## src/rtl/xfrc_pkg.sv

```systemverilog
// Shared types and constants for the XOR frame receiver checker.
`default_nettype none
package xfrc_pkg;

	localparam int unsigned LEN_W      = 7;
	localparam int unsigned POS_W      = 6;
	localparam int unsigned LIMIT_W    = 4;
	localparam int unsigned CFG_IDX_W  = 2;
	localparam int unsigned CFG_DATA_W = 8;

	localparam logic [LEN_W-1:0]   LEN_RESET    = 7'd10;
	localparam logic [7:0]         START_RESET  = 8'hFA;
	localparam logic [LIMIT_W-1:0] LIMIT_RESET  = 4'd5;
	localparam logic [LEN_W-1:0]   LEN_MIN      = 7'd4;
	localparam logic [LEN_W-1:0]   LEN_MAX      = 7'd64;
	localparam logic [LIMIT_W-1:0] FAIL_SAT     = 4'hF;
	localparam logic [3:0]         NIBBLE_ONES  = 4'hF;

	localparam logic [CFG_IDX_W-1:0] CFG_FRAME_LENGTH = 2'd0;
	localparam logic [CFG_IDX_W-1:0] CFG_START_MARKER = 2'd1;
	localparam logic [CFG_IDX_W-1:0] CFG_FAIL_LIMIT   = 2'd2;

	typedef enum logic [1:0] {
		ST_EXACT    = 2'd0,
		ST_TOLERANT = 2'd1,
		ST_UNCHECKED = 2'd2,
		ST_BAD      = 2'd3
	} status_t;

	typedef struct packed {
		logic [7:0]       frame_byte;
		logic [POS_W-1:0] byte_index;
		logic             frame_last;
		status_t          frame_status;
		logic [7:0]       computed_sum;
		logic             checks_disabled;
	} res_t;

endpackage
`default_nettype wire

```

## src/rtl/xfrc_front.sv

```systemverilog
// Front end: config registers, frame hunt/collect state, XOR and checksum judgment.
`default_nettype none
module xfrc_front (
	input  wire logic                           clk,
	input  wire logic                           arst_n,
	input  wire logic                           cfg_valid,
	input  wire logic [xfrc_pkg::CFG_IDX_W-1:0] cfg_index,
	input  wire logic [xfrc_pkg::CFG_DATA_W-1:0] cfg_data,
	input  wire logic                           in_valid,
	input  wire logic                           in_stall,
	input  wire logic [7:0]                     rx_byte,
	output xfrc_pkg::res_t                      res,
	output logic                                push
);
	import xfrc_pkg::*;

	logic [LEN_W-1:0]   frame_length_q;
	logic [7:0]         start_marker_q;
	logic [LIMIT_W-1:0] fail_limit_q;

	logic               collecting_q, collecting_d;
	logic [POS_W-1:0]   pos_q, pos_d;
	logic [7:0]         xor_q, xor_d;
	status_t            verdict_q, verdict_d;
	logic [LIMIT_W-1:0] fails_q, fails_d;
	logic               check_off_q, check_off_d;

	logic [LEN_W-1:0]   len;
	logic [LEN_W-1:0]   pos_ext;
	logic [LIMIT_W-1:0] fails_inc;
	logic               accept;
	logic               emit;

	assign accept = in_valid && !in_stall;

	always_comb begin
		if (frame_length_q < LEN_MIN) begin
			len = LEN_MIN;
		end else if (frame_length_q > LEN_MAX) begin
			len = LEN_MAX;
		end else begin
			len = frame_length_q;
		end
	end

	assign pos_ext   = {1'b0, pos_q};
	assign fails_inc = (fails_q == FAIL_SAT) ? fails_q : fails_q + 1'b1;

	always_comb begin
		collecting_d = collecting_q;
		pos_d        = pos_q;
		xor_d        = xor_q;
		verdict_d    = verdict_q;
		fails_d      = fails_q;
		check_off_d  = check_off_q;
		emit         = 1'b0;
		res.frame_byte   = rx_byte;
		res.byte_index   = pos_q;
		res.frame_last   = 1'b0;
		res.frame_status = ST_EXACT;
		if (!collecting_q) begin
			if (rx_byte == start_marker_q) begin
				emit           = 1'b1;
				collecting_d   = 1'b1;
				pos_d          = POS_W'(1);
				xor_d          = '0;
				verdict_d      = ST_BAD;
				res.byte_index = '0;
			end
		end else begin
			emit = 1'b1;
			if (pos_ext >= len - 7'd1) begin
				// end tag, or a shortened length overtook this frame
				res.frame_last   = 1'b1;
				res.frame_status = verdict_q;
				collecting_d     = 1'b0;
				pos_d            = '0;
			end else begin
				if (pos_ext <= len - 7'd3) begin
					xor_d = xor_q ^ rx_byte;
				end else if (pos_ext == len - 7'd2) begin
					if (check_off_q) begin
						verdict_d = ST_UNCHECKED;
					end else if (xor_q == rx_byte) begin
						verdict_d = ST_EXACT;
						fails_d   = '0;
					end else if (xor_q[7:4] == NIBBLE_ONES && {4'h0, xor_q[3:0]} == rx_byte) begin
						verdict_d = ST_TOLERANT;
						fails_d   = '0;
					end else begin
						fails_d = fails_inc;
						if (fails_inc > fail_limit_q) begin
							check_off_d = 1'b1;
							verdict_d   = ST_UNCHECKED;
						end else begin
							verdict_d = ST_BAD;
						end
					end
				end
				pos_d = pos_q + 1'b1;
			end
		end
		res.computed_sum    = xor_d;
		res.checks_disabled = check_off_d;
	end

	assign push = accept && emit;

	always_ff @(posedge clk or negedge arst_n) begin
		if (!arst_n) begin
			frame_length_q <= LEN_RESET;
			start_marker_q <= START_RESET;
			fail_limit_q   <= LIMIT_RESET;
		end else if (cfg_valid) begin
			unique case (cfg_index)
				CFG_FRAME_LENGTH: frame_length_q <= cfg_data[LEN_W-1:0];
				CFG_START_MARKER: start_marker_q <= cfg_data;
				CFG_FAIL_LIMIT:   fail_limit_q   <= cfg_data[LIMIT_W-1:0];
				default: ;
			endcase
		end
	end

	always_ff @(posedge clk or negedge arst_n) begin
		if (!arst_n) begin
			collecting_q <= 1'b0;
			pos_q        <= '0;
			xor_q        <= '0;
			verdict_q    <= ST_EXACT;
			fails_q      <= '0;
			check_off_q  <= 1'b0;
		end else if (accept) begin
			collecting_q <= collecting_d;
			pos_q        <= pos_d;
			xor_q        <= xor_d;
			verdict_q    <= verdict_d;
			fails_q      <= fails_d;
			check_off_q  <= check_off_d;
		end
	end

endmodule
`default_nettype wire

```

## config.mk

```make
export PLATFORM = sky130hd
export DESIGN_NAME = xfrc_front
export DESIGN_NICKNAME = d
export VERILOG_FILES = /design/src/rtl/xfrc_pkg.sv /design/src/rtl/xfrc_front.sv
export SDC_FILE = /design/constraint.sdc
export NUM_CORES = 1
export LEC_CHECK = 0
export BUFFER_PORTS_ARGS = -buffer_cell sky130_fd_sc_hd__buf_2
export CORE_MARGIN = 4
export CORE_UTILIZATION = 50
export CTS_CLUSTER_SIZE = 30
export DETAILED_ROUTE_END_ITERATION = 16
export PLACE_DENSITY = 0.78
export RECOVER_POWER = 50
export SYNTH_ARGS = -nofsm -noshare
export SYNTH_HDL_FRONTEND = slang
export SYNTH_SLANG_ARGS = --single-unit
```

## constraint.sdc

```tcl
create_clock -name clk -period 11.37 [get_ports clk]
set_input_delay 1.7055 -clock clk [delete_from_list [all_inputs] [get_ports clk]]
set_output_delay 1.7055 -clock clk [all_outputs]
set_load 0.03 [all_outputs]
```

# ---- Word-level counts from Yosys, hierarchy flattened
# Index checks and enable logic that the tools add are counted.
dict set report totals {
  register_bits 41
  output_inout_bits 27
}
dict set report op_classes {
  addsub 5
  magnitude_cmp 5
  n_eq_ne 11
  n_mux 37
  n_bitwise 4
  reduce_logical 12
}
# cell count
set ops {}
lappend ops {{8-bit 2-to-1 mux} 4}
lappend ops {{6-bit 2-to-1 mux} 5}
lappend ops {{8-bit == test} 2}
lappend ops {{2-bit 2-to-1 mux} 8}
lappend ops {{7-bit 2-to-1 mux} 2}
lappend ops {{7-bit by 2-bit subtractor with 7-bit output, second input constant} 2}
lappend ops {{1-bit 2-to-1 mux} 13}
lappend ops {{4-bit 2-to-1 mux} 3}
lappend ops {{4-bit == test, second input constant} 2}
lappend ops {{4-bit by 8-bit == test with 1-bit output} 1}
lappend ops {{2-bit AND reduction} 4}
lappend ops {{8-bit bitwise XOR} 1}
lappend ops {{6-bit by 7-bit == test with 1-bit output} 1}
lappend ops {{6-bit by 7-bit >= comparator with 1-bit output} 1}
lappend ops {{7-bit > comparator, second input constant} 1}
lappend ops {{6-bit by 7-bit <= comparator with 1-bit output} 1}
lappend ops {{7-bit by 3-bit < comparator with 1-bit output, second input constant} 1}
lappend ops {{7-bit by 1-bit subtractor with 7-bit output, second input constant} 1}
lappend ops {{6-bit by 1-bit adder with 6-bit output, second input constant} 1}
lappend ops {{3-bit 2-to-1 mux} 2}
lappend ops {{6-bit AND reduction} 1}
lappend ops {{5-bit AND reduction} 1}
lappend ops {{4-bit by 1-bit adder with 4-bit output, second input constant} 1}
lappend ops {{4-bit > comparator} 1}
lappend ops {{9 further kinds} 14}

# ---- Logic depth before layout (Yosys ltp)
# Gate-level depths: netlist of run 1.
dict set report logic_depth {
  word_depth 11
  depth_mapped 18
  ltp_nobuf 15
}

# ---- Least setup slack after synthesis of run 1
# Ideal clock, no wire load.
dict set report synth_timing {
  path_type {register -> output}
  start {reg frame_length_q[3]}
  end {out res[1] (netlist name)}
  t_arrival_ps 3414
  t_required_ps 9665
  setup_slack_ps 6251
  stages_incl_launch_ff 15
  n_path_buf 2
  cell_sequence {dfstp_2 -> buf_4 -> nor3_1 -> o21ai_1 -> ha_1 -> a21boi_0 -> o21a_1 -> a21oi_1 -> ha_1 -> a21oi_1 -> a21boi_0 -> clkbuf_1 -> o211ai_1 -> xnor2_1 -> a22o_1}
}
# item line_no
set synth_rtl {}
lappend synth_rtl {{start, declared} xfrc_front.sv:17} ;# logic [LEN_W-1:0] frame_length_q;
lappend synth_rtl {{start signal, assigned} xfrc_front.sv:116} ;# CFG_FRAME_LENGTH: frame_length_q <= cfg_data[LEN_W-1:0];
lappend synth_rtl {{end, declared} xfrc_front.sv:12} ;# output xfrc_pkg::res_t res,

==> flow_summary.json, run 1 <==
{
  "relSlewSlack_pct": -45.1,
  "fin_tns_setup_ns": 0,
  "whs_ns": 0.527,
  "netlist_instances": 351,
  "routed_wl_um": 7470,
  "slew_viol_final": 42,
  "drtIter0Drc": 92,
  "grt_pass1_vias": 2561,
  "finalNetCount": 429,
  "cts.repair.resized": 0,
  "arrival_ns": 4.70,
  "period_share_pct": 56.3,
  "final_layout_size_suffix_gt1_share_pct": 24.2,
  "fillCellCount": 566,
  "finalInstanceArea_um2": 3560,
  "p_leak_nw": 1.61,
  "ys_top_cells_by_area": "dfrtp_1, ha_1, dfstp_2",
  "die_y_um": 88.7,
  "drc": 0,
  "die_x_um": 88.7,
  "placeableCoreArea_um2": 6350,
  "routed_via_density": 5.81,
  "syn_to_final_growth_pct": 9.14,
  "yosys_warnings": 0,
  "cts_hold_buf": 0,
  "peakVddDrop_v": 0.0000936,
  "grt_max_degree": 42,
  "outcome": "finished, violations left",
  "crit_required_ns": 9.66,
  "gp_congestion": 0.812,
  "cts_tree": "yes",
  "clock_latency_ns": 0.31,
  "row_count": 29,
  "crit_type": "reg2out",
  "cts_sinks": 41,
  "numCtsBuffers": 5,
  "synth_edf_count": 0,
  "ant_nets": 0,
  "finalClockSkew_ns": 0.00804,
  "track_usage_pct": 20.5,
  "rsz0062_at_grt": "false",
  "fin_crit_ns": 6.40,
  "ys_async_sr_fraction_pct": 100,
  "setup_viol": 0,
  "crit_path_end_kind": "output port",
  "violations": "max-capacitance violations, max-slew violations",
  "wl_per_cell_um": 16.2,
  "die-area_um2": 7870,
  "diodes": 0,
  "cts_max_level": 2,
  "dp_hpwl_um": 5660,
  "yosysTopAreaCell": "dfrtp_1",
  "postCtsSetupBuffers": 0,
  "hold_viol_final": 0,
  "grt_pass1_wl_um": 12600,
  "grt-ovfl-total": 0,
  "portBuffers": 49,
  "p_per_area_nw_per_um2": 176,
  "crit_fanout": 13,
  "worst_pin_slew_ns": 2.18,
  "syn_nets": 396,
  "placed_area_um2": 3470,
  "antenna_found_initial": 0,
  "clockBufferDepth": 2,
  "syn-cell-area_um2": 3260,
  "fmax_ghz": 0.156,
  "ys_seq_area_share_pct": 31.9,
  "syn_area_per_cell_um2": 9.29,
  "dr.pass1.iters": 4,
  "synth_top_area_share_pct": 23.8,
  "critPathLaunchType": "flip-flop",
  "ys.flop_type": "dfrtp_1",
  "num_vias": 2686,
  "yosys.cell_types.count": 54,
  "clk_pin_slew_worst_paths_ns": 0.09,
  "io_pins": 50,
  "synth_seq_cells": 41,
  "rrSetupSlack_ns": 6.48,
  "maxCapViolations": 1,
  "start_util_pct": 51.3,
  "root_buffer": "clkbuf_8",
  "hold_path.class": "reg2reg"
}
[power by group]
part / total [mW] / internal (mW) / leakage [nW] / switching (mW)
clock: 0.101 / 0.0443 / 0.0447 / 0.0570
sequential: 0.222 / 0.176 / 0.497 / 0.0463
combinational: 0.303 / 0.126 / 1.07 / 0.177
[path summary, 6_finish.rpt]
path / startpoint / endpoint / depth (start not counted)
setup / recovery: frame_length_q[3] / res[6] / 15
hold / removal: fail_limit_q[1] / fail_limit_q[1] / 1
setup reg to reg: frame_length_q[3] / fails_q[0] / 14
hold reg to reg: fail_limit_q[1] / fail_limit_q[1] / 1
max in group asynchronous: arst_n / frame_length_q[6] / 1
min in group asynchronous: arst_n / pos_q[1] / 1
[layout make-up]
| class | instances | area, um^2 | area share (%) |
|---|---|---|---|
| timing repair buffer | 49 | 241 | 6.79 |
| sequential | 41 | 1040 | 29.2 |
| clock buffer | 5 | 68.8 | 1.93 |
| tap | 77 | 96.3 | 2.71 |
| multi-input combinational | 273 | 2030 | 57.2 |
| inverter | 14 | 52.6 | 1.48 |
| clock inverter | 3 | 25.0 | 0.703 |
[placed cells by master, fill, tap and decap left out, drive strengths merged, types with 4 or more instances in the layout]
cell type	instances
nor2b	13
o21ai	10
dfstp	10
nor3	8
nand2b	5
mux2i	11
nand4	5
a21oi	21
xnor2	30
mux2	23
o21a	4
buf	46
clkbuf	8
ha	22
inv	15
nand3	15
a22o	8
o211ai	9
nor2	20
nand3b	5
dfrtp	31
nand2	22
nor4	4
o31ai	5
[per-stage QoR]
step | utilization (%) | cells | total power, mW | setup WS, ns
final | 56.0 | 462 | 0.627 | 4.97
after global routing | 56.0 | 462 | 0.678 | 4.41
after CTS | 56.1 | 462 | 0.632 | 4.99
after detailed placement | 54.6 | 454 | 0.527 | 5.34
after global placement | 54.6 | 454 | 0.518 | 5.27
after floorplan | - | 351 | 0.457 | 6.25
[cell usage after synthesis (all sizes together) (2+ instances only)]
cell	number
dfrtp	31
xnor2	30
mux2	23
ha	22
nand2	22
a21oi	21
nor2	20
nand3	15
inv	14
buf	13
nor2b	13
mux2i	11
clkbuf	10
dfstp	10
o21ai	10
o211ai	9
a22o	8
nor3	8
nand2b	5
nand3b	5
nand4	5
o31ai	5
nor4	4
o21a	4
and2	3
and3	3
o31a	3
xor2	3
a21boi	2
a21o	2
or2	2
[sequential cells by signal, summed over array words and instances (netlist names)]
name and flops:
fail_limit_q 4, frame_length_q 7, check_off_q 1, pos_q 6, xor_q 8, verdict_q 2, collecting_q 1, fails_q 4
start_marker_q 8
[layer usage]
metal	GRT usage (%)	wire length, um
met1	27.6	3380
met2	32.9	3530
met3	3.72	394
met4	7.42	164
met5	0	0
[cells by family (layout without fill, tap and decap cells)]
| logic type | count (synthesis) | in the layout | synth area share [%] |
|---|---|---|---|
| DFF | 41 | 41 | 31.9 |
| adders and majority gates | 22 | 22 | 8.45 |
| AOI/OAI and AO/OA | 74 | 74 | 15.6 |
| muxes | 34 | 34 | 11.3 |
| and+or+nand+nor | 110 | 110 | 18.2 |
| xor gates and xnor gates | 33 | 33 | 8.87 |
| buffers and inverters | 37 | 71 | 5.72 |
[worst max-delay path, cell delays in order, from the launching register on]
cell and delay, ns:
dfstp_2 0.62, nor4_2 0.08, nor2_1 0.13, nand2_1 0.13, ha_1 0.28, nor2_1 0.67, a21oi_1 0.08, a22oi_1 0.23
ha_1 0.26, o211ai_1 0.09, nor2_1 0.07, a21boi_0 0.95, o211ai_1 0.25, xnor2_1 0.19, a22o_1 0.18, buf_2 0.17
Power figures use the tool's default switching activity.
==> run 2: changes to the inputs <==
--- a/config.mk
+++ b/config.mk
@@ -5,12 +5,13 @@
 export SDC_FILE = /design/constraint.sdc
 export NUM_CORES = 1
 export LEC_CHECK = 0
+export ABC_AREA = 1
 export BUFFER_PORTS_ARGS = -buffer_cell sky130_fd_sc_hd__buf_2
 export CORE_MARGIN = 4
 export CORE_UTILIZATION = 50
 export CTS_CLUSTER_SIZE = 30
 export DETAILED_ROUTE_END_ITERATION = 16
-export PLACE_DENSITY = 0.78
+export PLACE_DENSITY = 0.8
 export RECOVER_POWER = 50
 export SYNTH_ARGS = -nofsm -noshare
 export SYNTH_HDL_FRONTEND = slang
==> constraint.sdc (replaced) <==
create_clock -name clk -period 5.3 [get_ports clk]
set_input_delay 0.795 -clock clk [delete_from_list [all_inputs] [get_ports clk]]
set_output_delay 0.795 -clock clk [all_outputs]
set_load 0.03 [all_outputs]
==> run 2 against run 1 <==
  * The run still ends with max-capacitance violations, max-slew violations left
  * Synthesized cell count increased by 32%
  * Via count increased by 10%
  * Global-route usage increased by 0.66 points
  * Largest cell class unchanged
  * Largest power group unchanged
  * Highest routed layer unchanged
==> flow_summary.json, run 2 <==
{
  "p_per_area_nw_per_um2": 481,
  "fillCellCount": 616,
  "hold_path.class": "reg2reg",
  "syn_area_per_cell_um2": 7.07,
  "fin_cells": 581,
  "crit_buf_inv": 5,
  "die_y_um": 88.8,
  "crit_type": "reg2out",
  "yosysMostFrequentCell": "nand2_1",
  "gp_congestion": 0.943,
  "drc": 0,
  "arrival_ns": 3.79,
  "cts_hold_buf": 0,
  "yosysTopAreaCell": "dfrtp_1",
  "synth.top_cells.by_count": "nand2_1, inv_1, nand3_1, o21ai_0, nor2_1",
  "slew_viol_final": 42,
  "cts_max_level": 2,
  "clk_pin_slew_worst_paths_ns": 0.09,
  "finalClockSkew_ns": 0.00774,
  "syn-cell-area_um2": 3270,
  "ys.flop_type": "dfrtp_1",
  "dp_slack_ns": 1.09,
  "synth_seq_cells": 41,
  "peakVddDrop_v": 0.000335,
  "crit_path_cell_trace": "inv_2 > nand2_1 > inv_1 > nand2_1 > ha_1 > nand2_1 > nor3_1 > xor2_1 > inv_1 > ha_1 > nand2_2 > nor2_1 > nor2_2 > nand3_4 > nor2_8 > inv_2 > nand2_1 > nand3_1 > o21ai_0 > buf_2",
  "grt-ovfl-total": 0,
  "start_util_pct": 51.4,
  "setup_viol": 0,
  "crit_fanout": 11,
  "routed_via_density": 5.10,
  "wl_per_cell_um": 12.9,
  "io_pins": 50,
  "antenna_found_initial": 0,
  "root_buffer": "clkbuf_8",
  "fmax_ghz": 0.218,
  "layout_commonest_cell": "nand2_1",
  "utilization_pct": 56.7,
  "finalNetCount": 548,
  "drtIter0Drc": 235,
  "dp_hpwl_um": 5960,
  "power_mw": 1.73,
  "relSlewSlack_pct": -45.6,
  "reg.largest.list": "start_marker_q (8), xor_q (8), frame_length_q (7)",
  "synth_edf_count": 0,
  "rsz0062_at_grt": "false",
  "routed_wl_um": 7510,
  "layout_common_cells": "nand2_1, inv_1, buf_2",
  "violations": "max-capacitance violations, max-slew violations",
  "final_layout_size_suffix_gt1_share_pct": 17.5,
  "crit_path_end_kind": "output port",
  "yosys_warnings": 0,
  "track_usage_pct": 21.1,
  "row_count": 29,
  "cts.repair.resized": 0,
  "place_inst": 573,
  "cp_slowest_cell": "dfrtp_1",
  "outcome": "finished, violations left",
  "syn_to_final_growth_pct": 10.2,
  "cts_sinks": 41,
  "cts_tree": "yes",
  "ant_nets": 0,
  "num_vias": 2965,
  "ys_async_sr_fraction_pct": 100,
  "cpLargestDelayFamily": "simple AND/OR/NAND/NOR gates",
  "period_share_pct": 86.6,
  "crit_required_ns": 4.51,
  "critPathLaunchType": "flip-flop",
  "portBuffers": 49,
  "grt_pass1_wl_um": 13100,
  "clock_latency_ns": 0.30,
  "fin_crit_ns": 4.59,
  "dr.pass1.iters": 4,
  "hold_viol_final": 0,
  "die-area_um2": 7890,
  "syn_nets": 507,
  "ys_top_cells_by_area": "dfrtp_1, nand2_1, ha_1",
  "p_leak_nw": 1.94,
  "grt_pass1_vias": 2821,
  "placeableCoreArea_um2": 6350,
  "postCtsSetupBuffers": 0,
  "netlist_instances": 462,
  "grt_max_degree": 42,
  "slowest_delay_ns": 0.69,
  "yosys.cell_types.count": 33,
  "fin_tns_setup_ns": 0,
  "ys_seq_area_share_pct": 31.8,
  "diodes": 0,
  "numCtsBuffers": 5,
  "worst_slack_ns": 0.711,
  "worst_pin_slew_ns": 2.18,
  "synth_top_area_share_pct": 23.7,
  "die_x_um": 88.8,
  "maxCapViolations": 1,
  "cpMostUsedCell": "nand2_1",
  "clockBufferDepth": 2
}
run 2: final timing paths:
check                                       start              end  slack [ns]  cells after the start
worst max-delay path            frame_length_q[6]           res[2]        0.71                     20
worst min-delay path              fail_limit_q[1]  fail_limit_q[1]        0.50                      2
worst max register to register  frame_length_q[6]         xor_q[1]        1.95                     19
worst min register to register    fail_limit_q[1]  fail_limit_q[1]        0.50                      2
max in group asynchronous                  arst_n         xor_q[3]        2.92                      1
min in group asynchronous                  arst_n         pos_q[5]        1.13                      1
run 2: logic make-up (layout without fill, tap and decap cells):
kind of cell	count (synthesis)	after routing	synth area share (%)
AND/OR/NAND/NOR	221	221	30.6
AO/OA/AOI/OAI	56	56	9.08
adder cells (fa/ha/maj)	22	22	8.43
buffers and inverters	92	134	11.9
flip-flops	41	41	31.8
multiplexers	2	2	0.689
XOR/XNOR	28	28	7.51
run 2: report_power, final:
part	total (mW)	switching, mW	internal [mW]
clock	0.221	0.125	0.0961
combinational	1.01	0.670	0.340
sequential	0.500	0.101	0.399
total	1.73	0.896	0.835
run 2: layout make-up:
cell class	count	area [um^2]	share of cell area (%)
sequential	41	1040	28.8
clock inverter	3	25.0	0.695
timing repair buffer	49	243	6.74
inverter	77	289	8.03
clock buffer	5	68.8	1.91
multi-input combinational	329	1840	51.1
tap	77	96.3	2.68
run 2: layer usage:
metal  vias to the layer above  GRT usage, %  wire (um)
met5                         -             0          0
met1                      1328          30.4       3590
met2                        80          32.4       3360
met4                         0          5.77        142
li1                       1542             -          -
met3                        15          4.10        414
run 2: metrics by stage:
step,instance area [um^2],hold WS (ns)
3_3_place_gp,3510,0.471
5_1_grt,3600,0.516
4_1_cts,3600,0.502
3_5_place_dp,3510,0.480
2_1_floorplan,3270,0.445
6_report,3600,0.501
run 2: worst min-delay path, delay by kind of cell (launching register included):
| kind | cells | cell delay, ns |
|---|---|---|
| AO/OA/AOI/OAI | 1 | 0.06 |
| flip-flops | 1 | 0.36 |
| AND/OR/NAND/NOR | 1 | 0.05 |
